$ cat src/rtl/afp_pkg.sv
`timescale 1ns / 1ps
`default_nettype none

package afp_pkg;

    localparam logic [7:0] SYNC_BYTE = 8'h55;
    localparam logic [7:0] ANGLE_TAG = 8'h53;

    // 11-byte frame: two header bytes, then payload bytes 0..8
    localparam int FRAME_LEN    = 11;
    localparam int PAYLOAD_LEN  = FRAME_LEN - 2;
    localparam logic [3:0] PAYLOAD_LAST = 4'(PAYLOAD_LEN - 1);
    localparam int ANGLE_BYTES  = 6;

    localparam int ANGLE_W  = 16;
    localparam int PROD_W   = 22;
    localparam int RAW_W    = 17;
    localparam int CORR_W   = 18;
    localparam int OFFSET_W = 17;

    // raw * 180 * 256 / 32768 = raw * 45 / 32
    localparam logic signed [6:0] SCALE_MUL = 7'sd45;
    localparam int SCALE_SHIFT = 5;

    localparam int CFG_IDX_W = 2;
    localparam logic [CFG_IDX_W-1:0] CFG_ROLL_OFFSET  = 2'd0;
    localparam logic [CFG_IDX_W-1:0] CFG_PITCH_OFFSET = 2'd1;
    localparam logic [CFG_IDX_W-1:0] CFG_YAW_OFFSET   = 2'd2;

    localparam logic signed [OFFSET_W-1:0] ROLL_OFFSET_RESET  = 17'sd0;
    localparam logic signed [OFFSET_W-1:0] PITCH_OFFSET_RESET = 17'sd0;
    localparam logic signed [OFFSET_W-1:0] YAW_OFFSET_RESET   = 17'sd16896;

    localparam int FIFO_DEPTH = 2;

    typedef enum logic [1:0] {
        HUNT_IDLE,
        HUNT_SYNC,
        HUNT_COLLECT
    } hunt_state_t;

    typedef struct packed {
        logic signed [ANGLE_W-1:0] roll;
        logic signed [ANGLE_W-1:0] pitch;
        logic signed [ANGLE_W-1:0] yaw;
    } frame_t;

endpackage

`default_nettype wire

$ cat src/rtl/afp_front.sv
`timescale 1ns / 1ps
`default_nettype none

module afp_front (
    input  wire logic            aclk,
    input  wire logic            aresetn,
    input  wire logic            s_valid,
    output logic                 s_ready,
    input  wire logic [7:0]      s_rx_byte,
    output logic                 push,
    output afp_pkg::frame_t      push_frame,
    input  wire logic            fifo_full
);
    import afp_pkg::*;

    hunt_state_t state_reg, state_next;
    logic [3:0]  idx_reg, idx_next;
    logic [7:0]  bytes_reg [ANGLE_BYTES];
    logic        accept;
    logic        last_byte;
    logic        store_byte;

    always_comb begin
        last_byte  = (state_reg == HUNT_COLLECT) && (idx_reg == PAYLOAD_LAST);
        s_ready    = !(last_byte && fifo_full);
        accept     = s_valid && s_ready;
        push       = accept && last_byte;
        store_byte = accept && (state_reg == HUNT_COLLECT) && (idx_reg < 4'(ANGLE_BYTES));
        push_frame.roll  = {bytes_reg[1], bytes_reg[0]};
        push_frame.pitch = {bytes_reg[3], bytes_reg[2]};
        push_frame.yaw   = {bytes_reg[5], bytes_reg[4]};
    end

    always_comb begin
        state_next = state_reg;
        idx_next   = idx_reg;
        if (accept) begin
            unique case (state_reg)
                HUNT_SYNC: begin
                    if (s_rx_byte == ANGLE_TAG) begin
                        state_next = HUNT_COLLECT;
                        idx_next   = '0;
                    end else if (s_rx_byte != SYNC_BYTE) begin
                        state_next = HUNT_IDLE;
                    end
                end
                HUNT_COLLECT: begin
                    if (idx_reg == PAYLOAD_LAST) begin
                        state_next = HUNT_IDLE;
                        idx_next   = '0;
                    end else begin
                        idx_next = idx_reg + 4'd1;
                    end
                end
                default: begin
                    state_next = (s_rx_byte == SYNC_BYTE) ? HUNT_SYNC : HUNT_IDLE;
                    idx_next   = '0;
                end
            endcase
        end
    end

    always_ff @(posedge aclk) begin
        if (!aresetn) begin
            state_reg <= HUNT_IDLE;
            idx_reg   <= '0;
        end else begin
            state_reg <= state_next;
            idx_reg   <= idx_next;
        end
    end

    always_ff @(posedge aclk) begin
        if (store_byte) begin
            bytes_reg[idx_reg[2:0]] <= s_rx_byte;
        end
    end

    a_push_last: assert property (@(posedge aclk) disable iff (!aresetn)
        push |-> (state_reg == HUNT_COLLECT) && (idx_reg == PAYLOAD_LAST) && !fifo_full)
        else $error("frame pushed off the last payload byte or into a full queue");

    a_push_rearm: assert property (@(posedge aclk) disable iff (!aresetn)
        push |=> (state_reg == HUNT_IDLE) && (idx_reg == '0))
        else $error("hunt not rearmed after a frame");

endmodule

`default_nettype wire

$ cat src/rtl/afp_fifo.sv
`timescale 1ns / 1ps
`default_nettype none

module afp_fifo #(
    parameter int Depth = afp_pkg::FIFO_DEPTH
) (
    input  wire logic            aclk,
    input  wire logic            aresetn,
    input  wire logic            push,
    input  wire afp_pkg::frame_t push_frame,
    output logic                 full,
    input  wire logic            pop,
    output logic                 not_empty,
    output afp_pkg::frame_t      pop_frame
);
    import afp_pkg::*;

    localparam int AW = (Depth > 1) ? $clog2(Depth) : 1;
    localparam int CW = $clog2(Depth + 1);

    frame_t          mem [Depth];
    logic [AW-1:0]   wr_ptr_reg, wr_ptr_next;
    logic [AW-1:0]   rd_ptr_reg, rd_ptr_next;
    logic [CW-1:0]   count_reg, count_next;

    always_comb begin
        full      = (count_reg == CW'(Depth));
        not_empty = (count_reg != '0);
        pop_frame = mem[rd_ptr_reg];

        wr_ptr_next = wr_ptr_reg;
        rd_ptr_next = rd_ptr_reg;
        count_next  = count_reg;
        if (push) begin
            wr_ptr_next = (wr_ptr_reg == AW'(Depth - 1)) ? '0 : wr_ptr_reg + AW'(1);
        end
        if (pop) begin
            rd_ptr_next = (rd_ptr_reg == AW'(Depth - 1)) ? '0 : rd_ptr_reg + AW'(1);
        end
        if (push && !pop) begin
            count_next = count_reg + CW'(1);
        end else if (pop && !push) begin
            count_next = count_reg - CW'(1);
        end
    end

    always_ff @(posedge aclk) begin
        if (!aresetn) begin
            wr_ptr_reg <= '0;
            rd_ptr_reg <= '0;
            count_reg  <= '0;
        end else begin
            wr_ptr_reg <= wr_ptr_next;
            rd_ptr_reg <= rd_ptr_next;
            count_reg  <= count_next;
        end
    end

    always_ff @(posedge aclk) begin
        if (push) begin
            mem[wr_ptr_reg] <= push_frame;
        end
    end

    a_pop_empty: assert property (@(posedge aclk) disable iff (!aresetn)
        pop |-> not_empty)
        else $error("pop from empty queue");

    a_count_up: assert property (@(posedge aclk) disable iff (!aresetn)
        (push && !pop) |=> count_reg == CW'($past(count_reg) + CW'(1)))
        else $error("queue count lost a push");

endmodule

`default_nettype wire

$ cat src/rtl/afp_back.sv
`timescale 1ns / 1ps
`default_nettype none

module afp_back (
    input  wire logic                                   aclk,
    input  wire logic                                   aresetn,
    input  wire logic                                   cfg_wr_en,
    input  wire logic [afp_pkg::CFG_IDX_W-1:0]          cfg_index,
    input  wire logic [afp_pkg::OFFSET_W-1:0]           cfg_wdata,
    input  wire logic                                   fifo_not_empty,
    input  wire afp_pkg::frame_t                        fifo_frame,
    output logic                                        pop,
    output logic                                        m_valid,
    input  wire logic                                   m_ready,
    output logic signed [afp_pkg::RAW_W-1:0]            m_raw_roll,
    output logic signed [afp_pkg::RAW_W-1:0]            m_raw_pitch,
    output logic signed [afp_pkg::RAW_W-1:0]            m_raw_yaw,
    output logic signed [afp_pkg::CORR_W-1:0]           m_corrected_roll,
    output logic signed [afp_pkg::CORR_W-1:0]           m_corrected_pitch,
    output logic signed [afp_pkg::CORR_W-1:0]           m_corrected_yaw
);
    import afp_pkg::*;

    logic signed [OFFSET_W-1:0] roll_off_reg, pitch_off_reg, yaw_off_reg;

    logic                       p1_valid_reg, p1_valid_next;
    logic signed [PROD_W-1:0]   prod_reg  [3];
    logic signed [PROD_W-1:0]   prod_next [3];
    logic signed [ANGLE_W-1:0]  angle [3];

    logic                       out_valid_reg, out_valid_next;
    logic signed [RAW_W-1:0]    raw_reg  [3];
    logic signed [RAW_W-1:0]    raw_next [3];
    logic signed [CORR_W-1:0]   corr_reg  [3];
    logic signed [CORR_W-1:0]   corr_next [3];
    logic signed [OFFSET_W-1:0] offset [3];
    logic                       out_free;
    logic                       load_out;

    always_ff @(posedge aclk) begin
        if (!aresetn) begin
            roll_off_reg  <= ROLL_OFFSET_RESET;
            pitch_off_reg <= PITCH_OFFSET_RESET;
            yaw_off_reg   <= YAW_OFFSET_RESET;
        end else if (cfg_wr_en) begin
            unique case (cfg_index)
                CFG_ROLL_OFFSET:  roll_off_reg  <= cfg_wdata;
                CFG_PITCH_OFFSET: pitch_off_reg <= cfg_wdata;
                CFG_YAW_OFFSET:   yaw_off_reg   <= cfg_wdata;
                default: ;
            endcase
        end
    end

    always_comb begin
        out_free = !out_valid_reg || m_ready;
        load_out = p1_valid_reg && out_free;
        pop      = fifo_not_empty && (!p1_valid_reg || out_free);

        angle[0]  = fifo_frame.roll;
        angle[1]  = fifo_frame.pitch;
        angle[2]  = fifo_frame.yaw;
        offset[0] = roll_off_reg;
        offset[1] = pitch_off_reg;
        offset[2] = yaw_off_reg;

        for (int i = 0; i < 3; i++) begin
            prod_next[i] = angle[i] * SCALE_MUL;
            // arithmetic shift: floor of the scaled value
            raw_next[i]  = prod_reg[i][PROD_W-1:SCALE_SHIFT];
            corr_next[i] = {raw_next[i][RAW_W-1], raw_next[i]}
                         - {offset[i][OFFSET_W-1], offset[i]};
        end

        if (pop) begin
            p1_valid_next = 1'b1;
        end else if (out_free) begin
            p1_valid_next = 1'b0;
        end else begin
            p1_valid_next = p1_valid_reg;
        end
        out_valid_next = out_free ? p1_valid_reg : out_valid_reg;
    end

    always_ff @(posedge aclk) begin
        if (!aresetn) begin
            p1_valid_reg  <= 1'b0;
            out_valid_reg <= 1'b0;
        end else begin
            p1_valid_reg  <= p1_valid_next;
            out_valid_reg <= out_valid_next;
        end
    end

    always_ff @(posedge aclk) begin
        if (pop) begin
            prod_reg <= prod_next;
        end
        if (load_out) begin
            raw_reg  <= raw_next;
            corr_reg <= corr_next;
        end
    end

    assign m_valid           = out_valid_reg;
    assign m_raw_roll        = raw_reg[0];
    assign m_raw_pitch       = raw_reg[1];
    assign m_raw_yaw         = raw_reg[2];
    assign m_corrected_roll  = corr_reg[0];
    assign m_corrected_pitch = corr_reg[1];
    assign m_corrected_yaw   = corr_reg[2];

    a_no_drop: assert property (@(posedge aclk) disable iff (!aresetn)
        (p1_valid_reg && !out_free) |=> p1_valid_reg)
        else $error("multiply stage dropped an item");

endmodule

`default_nettype wire

$ cat src/rtl/imu_angle_frame_parser.sv
`timescale 1ns / 1ps
`default_nettype none

// Channel  Direction  Handshake           Payload
// s_       in         s_valid / s_ready   s_rx_byte (8b)
// m_       out        m_valid / m_ready   m_raw_{roll,pitch,yaw} (17b s),
//                                         m_corrected_{roll,pitch,yaw} (18b s)
// cfg_     in         cfg_wr_en           cfg_index (2b), cfg_wdata (17b)
//
// One byte per cycle while s_ready is high. m_valid rises once a frame's last
// byte has passed the queue write, multiply stage and output register, in order.
// Synchronous active-low reset; offsets reset to 0, 0 and 66 degrees.
// s_ready drops only on a frame's last byte while the frame queue is full.
// The back end stalls on m_ready alone; the queue decouples the two sides.

module imu_angle_frame_parser #(
    parameter int FifoDepth = afp_pkg::FIFO_DEPTH
) (
    input  wire logic                                   aclk,
    input  wire logic                                   aresetn,
    input  wire logic                                   cfg_wr_en,
    input  wire logic [afp_pkg::CFG_IDX_W-1:0]          cfg_index,
    input  wire logic [afp_pkg::OFFSET_W-1:0]           cfg_wdata,
    input  wire logic                                   s_valid,
    output logic                                        s_ready,
    input  wire logic [7:0]                             s_rx_byte,
    output logic                                        m_valid,
    input  wire logic                                   m_ready,
    output logic signed [afp_pkg::RAW_W-1:0]            m_raw_roll,
    output logic signed [afp_pkg::RAW_W-1:0]            m_raw_pitch,
    output logic signed [afp_pkg::RAW_W-1:0]            m_raw_yaw,
    output logic signed [afp_pkg::CORR_W-1:0]           m_corrected_roll,
    output logic signed [afp_pkg::CORR_W-1:0]           m_corrected_pitch,
    output logic signed [afp_pkg::CORR_W-1:0]           m_corrected_yaw
);
    import afp_pkg::*;

    logic   push;
    frame_t push_frame;
    logic   fifo_full;
    logic   pop;
    logic   fifo_not_empty;
    frame_t pop_frame;

    afp_front u_front (
        .aclk       (aclk),
        .aresetn    (aresetn),
        .s_valid    (s_valid),
        .s_ready    (s_ready),
        .s_rx_byte  (s_rx_byte),
        .push       (push),
        .push_frame (push_frame),
        .fifo_full  (fifo_full)
    );

    afp_fifo #(
        .Depth (FifoDepth)
    ) u_fifo (
        .aclk       (aclk),
        .aresetn    (aresetn),
        .push       (push),
        .push_frame (push_frame),
        .full       (fifo_full),
        .pop        (pop),
        .not_empty  (fifo_not_empty),
        .pop_frame  (pop_frame)
    );

    afp_back u_back (
        .aclk              (aclk),
        .aresetn           (aresetn),
        .cfg_wr_en         (cfg_wr_en),
        .cfg_index         (cfg_index),
        .cfg_wdata         (cfg_wdata),
        .fifo_not_empty    (fifo_not_empty),
        .fifo_frame        (pop_frame),
        .pop               (pop),
        .m_valid           (m_valid),
        .m_ready           (m_ready),
        .m_raw_roll        (m_raw_roll),
        .m_raw_pitch       (m_raw_pitch),
        .m_raw_yaw         (m_raw_yaw),
        .m_corrected_roll  (m_corrected_roll),
        .m_corrected_pitch (m_corrected_pitch),
        .m_corrected_yaw   (m_corrected_yaw)
    );

endmodule

`default_nettype wire
$ cat config.mk
export PLATFORM = sky130hd
export DESIGN_NAME = imu_angle_frame_parser
export DESIGN_NICKNAME = d
export VERILOG_FILES = /design/src/rtl/afp_pkg.sv /design/src/rtl/afp_front.sv /design/src/rtl/afp_fifo.sv /design/src/rtl/afp_back.sv /design/src/rtl/imu_angle_frame_parser.sv
export SDC_FILE = /design/constraint.sdc
export NUM_CORES = 1
export LEC_CHECK = 0
export ABC_AREA = 1
export BUFFER_PORTS_ARGS = -buffer_cell sky130_fd_sc_hd__buf_2
export CORE_MARGIN = 2
export CORE_UTILIZATION = 38
export CTS_BUF_LIST = sky130_fd_sc_hd__clkbuf_4
export CTS_CLUSTER_SIZE = 24
export DETAILED_ROUTE_END_ITERATION = 10
export PLACE_DENSITY_LB_ADDON = 0.1
export SYNTH_ARGS = -nofsm -noshare
export SYNTH_HDL_FRONTEND = slang
export SYNTH_SLANG_ARGS = --single-unit
$ cat constraint.sdc
create_clock -name aclk -period 7 [get_ports aclk]
set_input_delay 0.35 -clock aclk [delete_from_list [all_inputs] [get_ports aclk]]
set_output_delay 0.35 -clock aclk [all_outputs]
set_load 0.01 [all_outputs]
# Word-level counts from Yosys, hierarchy flattened
# Memories as Yosys holds them, arrays and structs flattened. A register that Yosys moved wholly into a read port is not among the register bits.
# Index checks and enable logic that the tools add are counted.
[op_classes]
add_sub_neg = 8
mul = 3
order_cmp = 1
n_eq_ne = 12
muxes = 20
n_reduce_logical = 26
[ops]
columns = ["cell", "n"]
rows = [
  ["multiplier 16 x 7 -> 22 bit, second input constant", 3],
  ["subtractor 17 x 17 -> 18 bit", 3],
  ["equality test 8 x 7 -> 1 bit, second input constant", 2],
  ["2-to-1 mux 1 bit", 11],
  ["logical AND 1 bit", 10],
  ["2-to-1 mux 2 bit", 5],
  ["2-to-1 mux 4 bit", 2],
  ["inequality test 8 x 7 -> 1 bit, second input constant", 1],
  ["case mux 4 bit (2 select lines)", 1],
  ["AND reduction 2 bit", 4],
  ["equality test 2 bit, second input constant", 3],
  ["nonzero test 2 bit", 3],
  ["logical NOT 1 bit", 5],
  ["adder 4 x 1 -> 4 bit, second input constant", 1],
  ["equality test 2 x 1 -> 1 bit, second input constant", 2],
  ["equality test 4 bit, second input constant", 1],
  ["< comparator 4 x 3 -> 1 bit, second input constant", 1],
  ["case mux 2 bit (2 select lines)", 1],
  ["inequality test 3 x 1 -> 1 bit, second input constant", 1],
  ["AND reduction 3 bit", 1],
  ["adder 1 bit, second input constant", 2],
  ["adder 2 x 1 -> 2 bit, second input constant", 1],
  ["logical NOT 2 bit", 1],
  ["logical OR 1 bit", 2],
  ["3 further kinds", 3],
]
[word_totals]
register_bits = 234
ramBits = 144
inputBits = 32
out_inout_bits = 107
elab_cells = 91
memories = 2
[mem_list]
columns = ["memory", "words", "width", "read_ports", "rd_ports_with_merged_regs", "write_ports", "line_no", "rtl"]
rows = [
  ["u_fifo.mem", 2, 48, 1, 1, 1, "afp_fifo.sv:21", "frame_t mem [Depth];"],
  ["u_front.bytes_reg", 6, 8, 6, 0, 1, "afp_front.sv:18", "logic [7:0] bytes_reg [ANGLE_BYTES];"],
]

# Longest topological paths before layout
# Gate-level depths: netlist of run 1.
[depth]
ltp_word = 10
mapped_depth = 26

# Hierarchy
# From an unflattened synthesis of run 1, not the netlist that was laid out.
[hier_totals]
cells_unflattened = 2110
area_unflattened_um2 = 21634.5
[modules_own_cells]
columns = ["module", "n_inst", "cells_each", "area_per_inst_um2", "seq_area_each_um2"]
rows = [
  ["afp_back", 1, 1780, 15827.7, 5745.5],
  ["afp_fifo", 1, 184, 3769.9, 2982.9],
  ["afp_front", 1, 146, 2037.0, 1561.5],
]

# Least setup slack after synthesis of run 1
# OpenSTA, ideal clock, no wires.
[synth_timing]
path_kind = "register to register"
from = "reg u_back.out_valid_reg, in the netlist u_back.m_valid"
to = "reg u_back.corr_reg, in the netlist u_back.m_corrected_pitch[0] (enable)"
setup_ns = 0.603
arrival_time_ns = 5.456
t_required_ns = 6.397
path_slack_ns = 0.941
stages_incl_launch_ff = 2
n_path_buf = 0
period_less_slack_ns = 6.059
path_cell_list = "dfxtp_1 > a21oi_1"
[synth_via]
elab_chain_len = 3
[synth_lines]
columns = ["element", "line_no", "rtl"]
rows = [
  ["start, declared", "afp_back.sv:31", "logic out_valid_reg, out_valid_next;"],
  ["start signal, assigned", "afp_back.sv:91", "out_valid_reg <= out_valid_next;"],
  ["logical NOT 1 bit", "afp_back.sv:56", "out_free = !out_valid_reg || m_ready;"],
  ["logical OR 1 bit", "afp_back.sv:56", ""],
  ["logical AND 1 bit", "afp_back.sv:57", "load_out = p1_valid_reg && out_free;"],
  ["named net u_back.load_out", "afp_back.sv:38", "logic load_out;"],
  ["end signal, assigned", "afp_back.sv:101", "corr_reg <= corr_next;"],
  ["end, declared", "afp_back.sv:34", "logic signed [CORR_W-1:0] corr_reg [3];"],
]
# The timed path passes the listed nets, and every way through them passes these cells.
# A chain may end at the register's enable or synchronous reset.

==> results.md, run 1 <==
- Synthesized area per cell: 10.1 um^2
- Netlist cell types: 39
- Antenna violations before repair: 1
- WL/cell: roughly 15 um
- Synth Register Bits: 364
- Hold WC Path Type: in2reg
- Area Growth Syn to Fin: 15.2%
- Vias in the first global route: 14937
- H-tree levels: 3
- Slew Limit Fails: 0
- RSZ-0062 raised after global routing: false
- Vias: between 10000 and 15000
- # rows: 86
- GRT Util Overall: 0.174
- Largest net degree at the start of global routing: 73
- Slew margin rel.: 0.341
- Die Area: roughly 58000 um^2
- Sequential share of the synthesized area: 0.483
- Util after Layout: 0.444
- Crit Path Max Fanout: 45
- Reg clk slew, reported paths: 60 ps
- Clk_lat worst skew: ~820 ps
- Critical path class: reg2reg
- Endpoint class of the critical path: flop
- Warnings, synthesis: 0
- Via density per instance: 4.62
- Startpoint types: flop
- Drt initial violations: approximately 720
- Storage cell area: slightly above 10000 um^2
- Worst path cell trace: inv_8, or2_2, o21ai_0, inv_1, ha_1, ha_1, fa_1, inv_1, fa_1, inv_1, ha_1, nand2_1, nor2_1, nor3b_1, nand2_1, nand3_1, nand3_1, nand3_1, nand2_1
- Core area: roughly 55000 um^2
- Antenna viol nets, final: 0
- Post-Layout Inst Area: 24500 um^2
- CTS sink count: 364
- Clock Path Buffers: 3
- I/O Pins: 139
- Routed wire length: 49100 um
- Setup Fix Bufs, Post-CTS: 0
- Total Nets Final: 2702
- Placed cell count: 2989
- Synthesized area: 21300 um^2
- Worst Path Arrival: 5570 ps
- Placed Area: 22900 um^2
- Mapped Cells: 2120
- PostCTS Resize Cnt: 0
- TritonCTS Buffers: 100
- Post-Layout Cell Count: approximately 3200
- Highest clock rate: 200 MHz
- WP data required: 7580 ps
- Setup tns final: 0 ps
- Clock root cell: clkbuf_4
- Multi-input gate area: approximately 9500 um^2
- CTS tree: done
- Fillers: 5436
- Outcome: finished, final reports clean
- Drc violations: 0
- GR Overflow Total: 0
- Synthesized net count: 2443
- Proportion of layout cells with a drive suffix above 1: 0.147
- Final period util: 0.713
- Hold Vio Cnt, Final: 0
- Initial core utilization: 0.385
- Worst-margin pin slew: 986 ps
- Final setup fails: 0
- Die width: 241 um
- Min cycle time layout: roughly 5000 ps
- Maxcap violations: 0
- RD Place Congestion: ~0.87
- Clock Skews: ~82 ps
- Count of input and output buffers: 138
- Worst path max stage delay: about 750 ps
- First-pass iteration count of the detailed router: 5
- Wire length of the first global-routing pass: 78300 um
- CP max-delay cell: dfxtp_2
- Die Y: 241 um
- Max reg flops: 96
- Final HPWL DP: roughly 38000 um
placed cells by master, fill, tap and decap left out, drive strengths merged:
cell	netlist	layout
nand2	415	415
inv	384	387
edfxtp	300	300
ha	209	209
clkbuf	21	151
buf	4	146
a21oi	137	137
o21ai	134	134
nor2	111	111
fa	82	82
nand3	69	69
dfxtp	64	64
xor2	50	50
dlygate4sd3	0	36
xnor2	26	26
clkinv	0	26
or2	19	19
a21o	16	16
a31oi	14	14
nor3	14	14
o21bai	12	12
nor4	9	9
o211ai	5	5
nand4	5	5
a21boi	4	4
nand3b	4	4
o2111ai	3	3
a221oi	3	3
nor3b	2	2
o21a	2	2
clkinvlp	0	2
diode	0	1
a31o	1	1
and2	1	1
layout make-up:
class                           count  share of cell area
Antenna cell                        1            0.000102
Clock buffer                      151              0.0462
Inverter                          384              0.0590
Tap cell                          748              0.0381
Timing Repair Buffer              182              0.0453
Multi-Input combinational cell   1347               0.386
Clock inverter                     31             0.00566
Sequential cell                   364               0.419
repair_timing:
item,4_1_cts,5_1_grt
hold buffers,36,0
hold endpoints to repair,104,0
endpoints found under the setup margin,0,0
cells in the mapped netlist, drive strengths merged:
cell type  number  area, um^2
dfxtp          64        1280
o21ai         134         701
a21oi         137         686
o21bai         12        93.8
inv           384        1450
a21boi          4        30.0
ha            209        2620
a221oi          3        26.3
or2            19         119
nand4           5        31.3
nor4            9        56.3
nor3b           2        15.0
a21o           16         120
nor2          111         419
fa             82        1640
o21a            2        15.0
nand3b          4        30.0
a31o            1        8.76
xor2           50         438
o211ai          5        37.5
nor3           14        70.1
xnor2          26         228
edfxtp        300        9010
clkbuf         21        78.8
buf             4        38.8
nand3          69         360
and2            1        6.26
nand2         415        1600
a31oi          14        87.6
o2111ai         3        26.3
metal layers:
metal	vias up	routed length, um	track usage
met1	6844	24100	0.241
met4	0	1040	0.0621
met5	-	0	0
met2	285	22100	0.277
met3	79	1860	0.0284
li1	7620	-	-
cell families after synthesis:
family / Yosys count / synth area share
simple gates: 649 / 0.127
fa+ha+maj: 291 / 0.200
compound gates: 331 / 0.0859
buf+inv: 409 / 0.0735
xor+xnor: 76 / 0.0312
flops: 364 / 0.483
worst paths after layout:
check	slack, ps	end	start	depth (start not counted)
worst min register to register	380	u_fifo.mem[0][35]	u_front.bytes_reg[0][3]	0
worst max register to register	2010	u_back.prod_reg[43]	flop	19
worst max-delay path	2010	u_back.prod_reg[43]	flop	19
worst min-delay path	190	u_back.yaw_off_reg[1]	aresetn	4
stage by stage:
step | setup slack (ps) | hold slack (ps)
2_1_floorplan | 941 | 421
3_3_place_gp | 1960 | 422
3_5_place_dp | 1930 | 431
4_1_cts | 1960 | 60.2
5_1_grt | 1530 | 155
6_report | 2010 | 188
critical path: cells and delay by family (launching register included):
kind | cells | cell delay [ps]
flops | 1 | 750
compound gates | 1 | 180
fa+ha+maj | 5 | 2040
buf+inv | 4 | 480
simple gates | 9 | 1310
Power of run 1 is left out: the tool's default activity adds up to more than one toggle a clock period on the data nets, which glitch-free logic cannot reach.
==> run 2, diff against run 1 <==
Clock period 7 ns to 4.83 ns, I/O delays scaled along.
==> run 2 against run 1 <==
Cell count increased by 0.12%. Core utilization increased by 0.16 points. Sequential cell count unchanged. Maximum frequency increased by 14%. Design area increased by 0.37%. Worst hold slack improved by 110 ps. Global-route usage decreased by 0.30 points. Routed wire length decreased by 1.0%. Worst setup slack got worse by 1600 ps. Sequential share of layout area decreased by 0.15 points. Critical path depth decreased by 1. Count of clock-buffer cells in the layout decreased by 6. Critical path type unchanged.
==> results.md, run 2 (synthesis gave the netlist of run 1 again) <==
- Die Area: 58000 um^2 (unchanged)
- Max reg flops: 96 (unchanged)
- Placed cell count: 2996 (+0.23%)
- Critical path class: reg2reg
- Slew Limit Fails: 0 (unchanged)
- Min cycle time layout: 4390 ps (-602 ps)
- Total Nets Final: 2710 (+0.30%)
- Worst Path Buf+Inv: 5 (+1)
- Maxcap violations: 0 (unchanged)
- Drt initial violations: 782 (+9.1%)
- Endpoint class of the critical path: flop
- Count of input and output buffers: 138 (unchanged)
- Post-Layout Cell Count: 3212 (+0.12%)
- WP data required: 5400 ps (-2180 ps)
- Worst-margin pin slew: 1090 ps (+104 ps)
- CTS sink count: 364 (unchanged)
- CTS tree: done
- Routed wire length: 48600 um (-1.0%)
- Worst path cell trace: buf_12, o21ai_0, inv_1, ha_1, ha_1, fa_1, inv_1, fa_1, inv_1, ha_1, nand2_1, inv_1, a21oi_1, o21ai_0, a21boi_0, nand2_1, nand2_1, nand2_1
- WL/cell: 15.1 um (-1.2%)
- Setup tns final: 0 ps (unchanged)
- Hold Vio Cnt, Final: 0 (unchanged)
- Highest clock rate: 228 MHz (+14%)
- Hold WC Path Type: in2reg
- Via density per instance: 4.58 (-0.80%)
- Worst Path Arrival: 4960 ps (-610 ps)
- Largest net degree at the start of global routing: 106 (+45%)
- Die width: 241 um (unchanged)
- I/O Pins: 139 (unchanged)
- CP top delay family: adder cells
- Final period util: 0.909 (+0.196)
- Worst path max stage delay: 500 ps (-250 ps)
- GR Overflow Total: 0 (unchanged)
- Clock root cell: clkbuf_4
- CP max-delay cell: fa_1
- Antenna violations before repair: 2 (+1)
- Most frequent cells in the layout: 402 x nand2_1, 382 x inv_1, 300 x edfxtp_1, 209 x ha_1, 145 x clkbuf_4
- RSZ-0062 raised after global routing: false
- Wire length of the first global-routing pass: 77300 um (-1.3%)
- Most common cell after layout, fill and taps aside: nand2_1
- Crit Path Max Fanout: 53 (+18%)
- Vias in the first global route: 14766 (-1.1%)
- Reg clk slew, reported paths: 60 ps (about the same)
- Slew margin rel.: 0.272 (-0.0694)
- Util after Layout: 0.445 (+0.00163)
- TritonCTS Buffers: 98 (-2.0%)
- Setup Fix Bufs, Post-CTS: 0 (unchanged)
- Die Y: 241 um (unchanged)
- Area Growth Syn to Fin: 15.6%
- Drc violations: 0 (unchanged)
- Vias: 14727 (-0.68%)
- Outcome: finished, final reports clean
- Antenna viol nets, final: 0 (unchanged)
- Startpoint types: flop
- Clock Skews: 76.0 ps (-6.32 ps)
- Final setup fails: 0 (unchanged)
- First-pass iteration count of the detailed router: 5 (unchanged)
- Initial core utilization: 0.385 (unchanged)
- RD Place Congestion: 0.886 (+2.3%)
- Proportion of layout cells with a drive suffix above 1: 0.147 (-0.000645)
- # rows: 86 (unchanged)
- H-tree levels: 3 (unchanged)
- GRT Util Overall: 0.171 (-0.00303)
- Clk_lat worst skew: 830 ps (about the same)
- Core area: 55300 um^2 (unchanged)
- Clock Path Buffers: 3 (unchanged)
- Final HPWL DP: 38000 um (about the same)
[run 2: layer usage]
| metal | share of wire | track usage |
|---|---|---|
| met5 | 0 | 0 |
| met4 | 0.017 | 0.0554 |
| met3 | 0.039 | 0.0273 |
| met2 | 0.45 | 0.275 |
| met1 | 0.49 | 0.237 |
[run 2: worst paths after layout]
path / from / end / cells after the start / slack, ps
worst max-delay path: flop / u_back.prod_reg[63] / 18 / 440
worst min register to register: u_front.bytes_reg[3][5] / u_fifo.mem[0][29] / 0 / 440
worst min-delay path: m_ready / u_back.m_valid / 5 / 300
worst max register to register: flop / u_back.prod_reg[63] / 18 / 440
[run 2: worst register-to-register path: stages, from the launching register on]
cell,delay [ps]
dfxtp_2,360
buf_12,190
o21ai_0,510
inv_1,190
ha_1,310
ha_1,280
fa_1,480
inv_1,50
fa_1,500
inv_1,40
ha_1,330
nand2_1,160
inv_1,60
a21oi_1,210
o21ai_0,110
a21boi_0,230
nand2_1,80
nand2_1,60
nand2_1,40
[run 2: metrics by stage]
step / cell area [um^2] / worst slack [ps] / hold WS (ps)
after floorplan: 21300 / 418 / 340
after global placement: 23000 / 409 / 423
after detailed placement: 23000 / 384 / 431
after CTS: 24600 / 418 / 185
after global routing: 24600 / 64.2 / 270
final: 24600 / 440 / 298
[run 2: repair_timing]
action                                 in CTS  in global routing
hold buffers                               39                  0
resized for setup                           0                  0
endpoints found under the hold margin     107                  0
[run 2: layout make-up]
cell class | instances | area, um^2
multi-input cells | 1347 | 9480
flip-flops and latches | 364 | 10300
repair buffers | 192 | 1220
inverters | 384 | 1450
clock inverters | 31 | 166
clock buffers | 145 | 1090
fillers | 5446 | 30700
diodes | 1 | 2.50
well taps | 748 | 936
Power of run 2 is left out for the same reason.
==> run 3, diff against run 2 <==
Settings changed: CORE_UTILIZATION 38 to 46.
==> run 3 against run 2 <==
Clock skew fell by 6.4 ps. Non-clock buffer count did not move. Sequential share of layout area rose by 0.40 points. Core utilization rose by 9.0 points. Register-to-register slack improved by 20 ps. Largest cell class unchanged. Highest routed layer unchanged. Critical path type unchanged.
==> results.md, run 3 (synthesis gave the netlist of run 1 again) <==
- Highest clock rate: 229 MHz (+0.37%)
- Core area: 45600 um^2 (-18%)
- WP data required: 5390 ps (about the same)
- Slew margin rel.: 0.271 (-0.000721)
- CTS sink count: 364 (unchanged)
- Drt initial violations: 739 (-5.5%)
- H-tree levels: 3 (unchanged)
- Hold Vio Cnt, Final: 0 (unchanged)
- Max reg flops: 96 (unchanged)
- Die width: 219 um (-9.0%)
- Fillers: 4136 (-24%)
- Final period util: 0.906 (-0.00335)
- Antenna violations before repair: 1 (-1)
- Drc violations: 0 (unchanged)
- Hold WC Path Type: in2reg
- TritonCTS Buffers: 96 (-2.0%)
- Maxcap violations: 0 (unchanged)
- Hold endpoint: u_back.pitch_off_reg[0]
- # rows: 78 (-9.3%)
- Worst r2r dst: u_back.prod_reg[41]
- GRT Util Overall: 0.195 (+0.0239)
- PostCTS Resize Cnt: 0 (unchanged)
- Hold slack: 270 ps (-28.3 ps)
- Total Nets Final: 2708 (-0.074%)
- I/O Pins: 139 (unchanged)
- Util after Layout: 0.535 (+0.0899)
- Vias: 14734 (+0.048%)
- Clock Path Buffers: 3 (unchanged)
- Wire length of the first global-routing pass: 73400 um (-5.0%)
- Vias in the first global route: 14586 (-1.2%)
- Post-Layout Inst Area: 24400 um^2 (-0.96%)
- Routed wire length: 45600 um (-6.1%)
- Storage cell area: 10300 um^2 (unchanged)
- Worst-margin pin slew: 1090 ps (+1.08 ps)
- Critical path class: reg2reg
- Final setup fails: 0 (unchanged)
- First-pass iteration count of the detailed router: 5 (unchanged)
- Final HPWL DP: 35700 um (-6.2%)
- Reg clk slew, reported paths: 60 ps (about the same)
- Via density per instance: 4.82 (+5.1%)
- Largest net degree at the start of global routing: 100 (-5.7%)
- Initial core utilization: 0.468 (+0.0823)
- Slew Limit Fails: 0 (unchanged)
- Worst reg2reg path depth: 19 (+1)
- Most frequent cells in the layout: 402 x nand2_1, 382 x inv_1, 300 x edfxtp_1, 209 x ha_1, 138 x buf_2
- Worst Path Arrival: 4930 ps (-30 ps)
- Min cycle time layout: 4370 ps (-16.2 ps)
- Die Area: 48100 um^2 (-17%)
- Most common cell after layout, fill and taps aside: nand2_1
- Proportion of layout cells with a drive suffix above 1: 0.141 (-0.00604)
- GR Overflow Total: 0 (unchanged)
- Min-Delay Path Depth: 4 (-1)
- FF-to-FF setup slack: 460 ps (+20 ps)
- Count of input and output buffers: 138 (unchanged)
- Multi-input gate area: 9480 um^2 (unchanged)
- Clk_lat worst skew: 830 ps (about the same)
- Crit Path Max Fanout: 45 (-15%)
- Setup tns final: 0 ps (unchanged)
- WL/cell: 14.9 um (-1.4%)
- RD Place Congestion: 0.893 (+0.78%)
- Startpoint types: flop
- Clock root cell: clkbuf_4
- Placed Area: 22800 um^2 (-0.84%)
- Area Growth Syn to Fin: 14.5%
- Outcome: finished, final reports clean
- Clock Skews: 69.5 ps (-6.40 ps)
- Min-delay src: cfg_wdata[0]
- Die Y: 219 um (-9.0%)
- Antenna viol nets, final: 0 (unchanged)
- Endpoint class of the critical path: flop
- RSZ-0062 raised after global routing: false
- CTS tree: done
run 3: cell types whose count changed in the layout (fill, tap and decap cells not counted):
cell,previous run,this run
clkinv_1,20,27
clkinv_4,1,3
diode_2,1,2
clkbuf_4,145,130
bufinv_16,1,2
clkinv_2,5,4
dlygate4sd3_1,39,40
inv_6,1,0
buf_4,13,12
inv_2,2,1
run 3: how the worst max path moves through the flow:
stage,from,to,slack [ps],cells past startpoint
finish,flop,u_back.prod_reg[41],460,19
global route,flop,u_back.prod_reg[65],120,19
CTS,flop,u_back.prod_reg[64],430,17
detailed placement,flop,u_back.prod_reg[64],400,17
global placement,flop,u_back.prod_reg[64],470,17
floorplan,flop,u_back.prod_reg[41],420,22
run 3: per-stage QoR:
stage / worst slack, ps / std cells
2_1_floorplan: 418 / 2120
3_3_place_gp: 466 / 2847
3_5_place_dp: 403 / 2847
4_1_cts: 433 / 3055
5_1_grt: 124 / 3057
6_report: 456 / 3057
run 3: layout make-up:
cell class | instances | share of cell area
sequential | 364 | 0.422
multi-input combinational | 1347 | 0.389
timing repair buffer | 192 | 0.0501
inverter | 384 | 0.0594
tap | 600 | 0.0308
antenna | 2 | 0.000205
clock buffer | 130 | 0.0400
clock inverter | 38 | 0.00913
run 3: worst max-delay path, stage by stage (launching register included):
cell	delay, ps
dfxtp_2	400
inv_8	120
or2_2	280
o21ai_0	120
inv_1	140
ha_1	320
ha_1	330
fa_1	530
inv_1	50
fa_1	510
inv_1	40
ha_1	360
nand2_1	160
inv_1	50
a21oi_1	220
o21ai_0	110
a21boi_0	220
nand2_1	90
nand2_1	60
nand2_1	40
run 3: what timing repair did:
| item | 4_1_cts | 5_1_grt |
|---|---|---|
| setup buffers | 0 | 0 |
| hold buffers | 40 | 0 |
| endpoints found under the hold margin | 113 | 0 |
run 3: metal layers:
| metal | vias to the layer above | GRT usage | share of wire |
|---|---|---|---|
| met3 | 39 | 0.0355 | 0.043 |
| met1 | 6757 | 0.272 | 0.49 |
| met2 | 314 | 0.310 | 0.45 |
| met5 | - | 0 | 0 |
| met4 | 0 | 0.0617 | 0.014 |
| li1 | 7624 | - | - |
Power of run 3 is left out for the same reason.
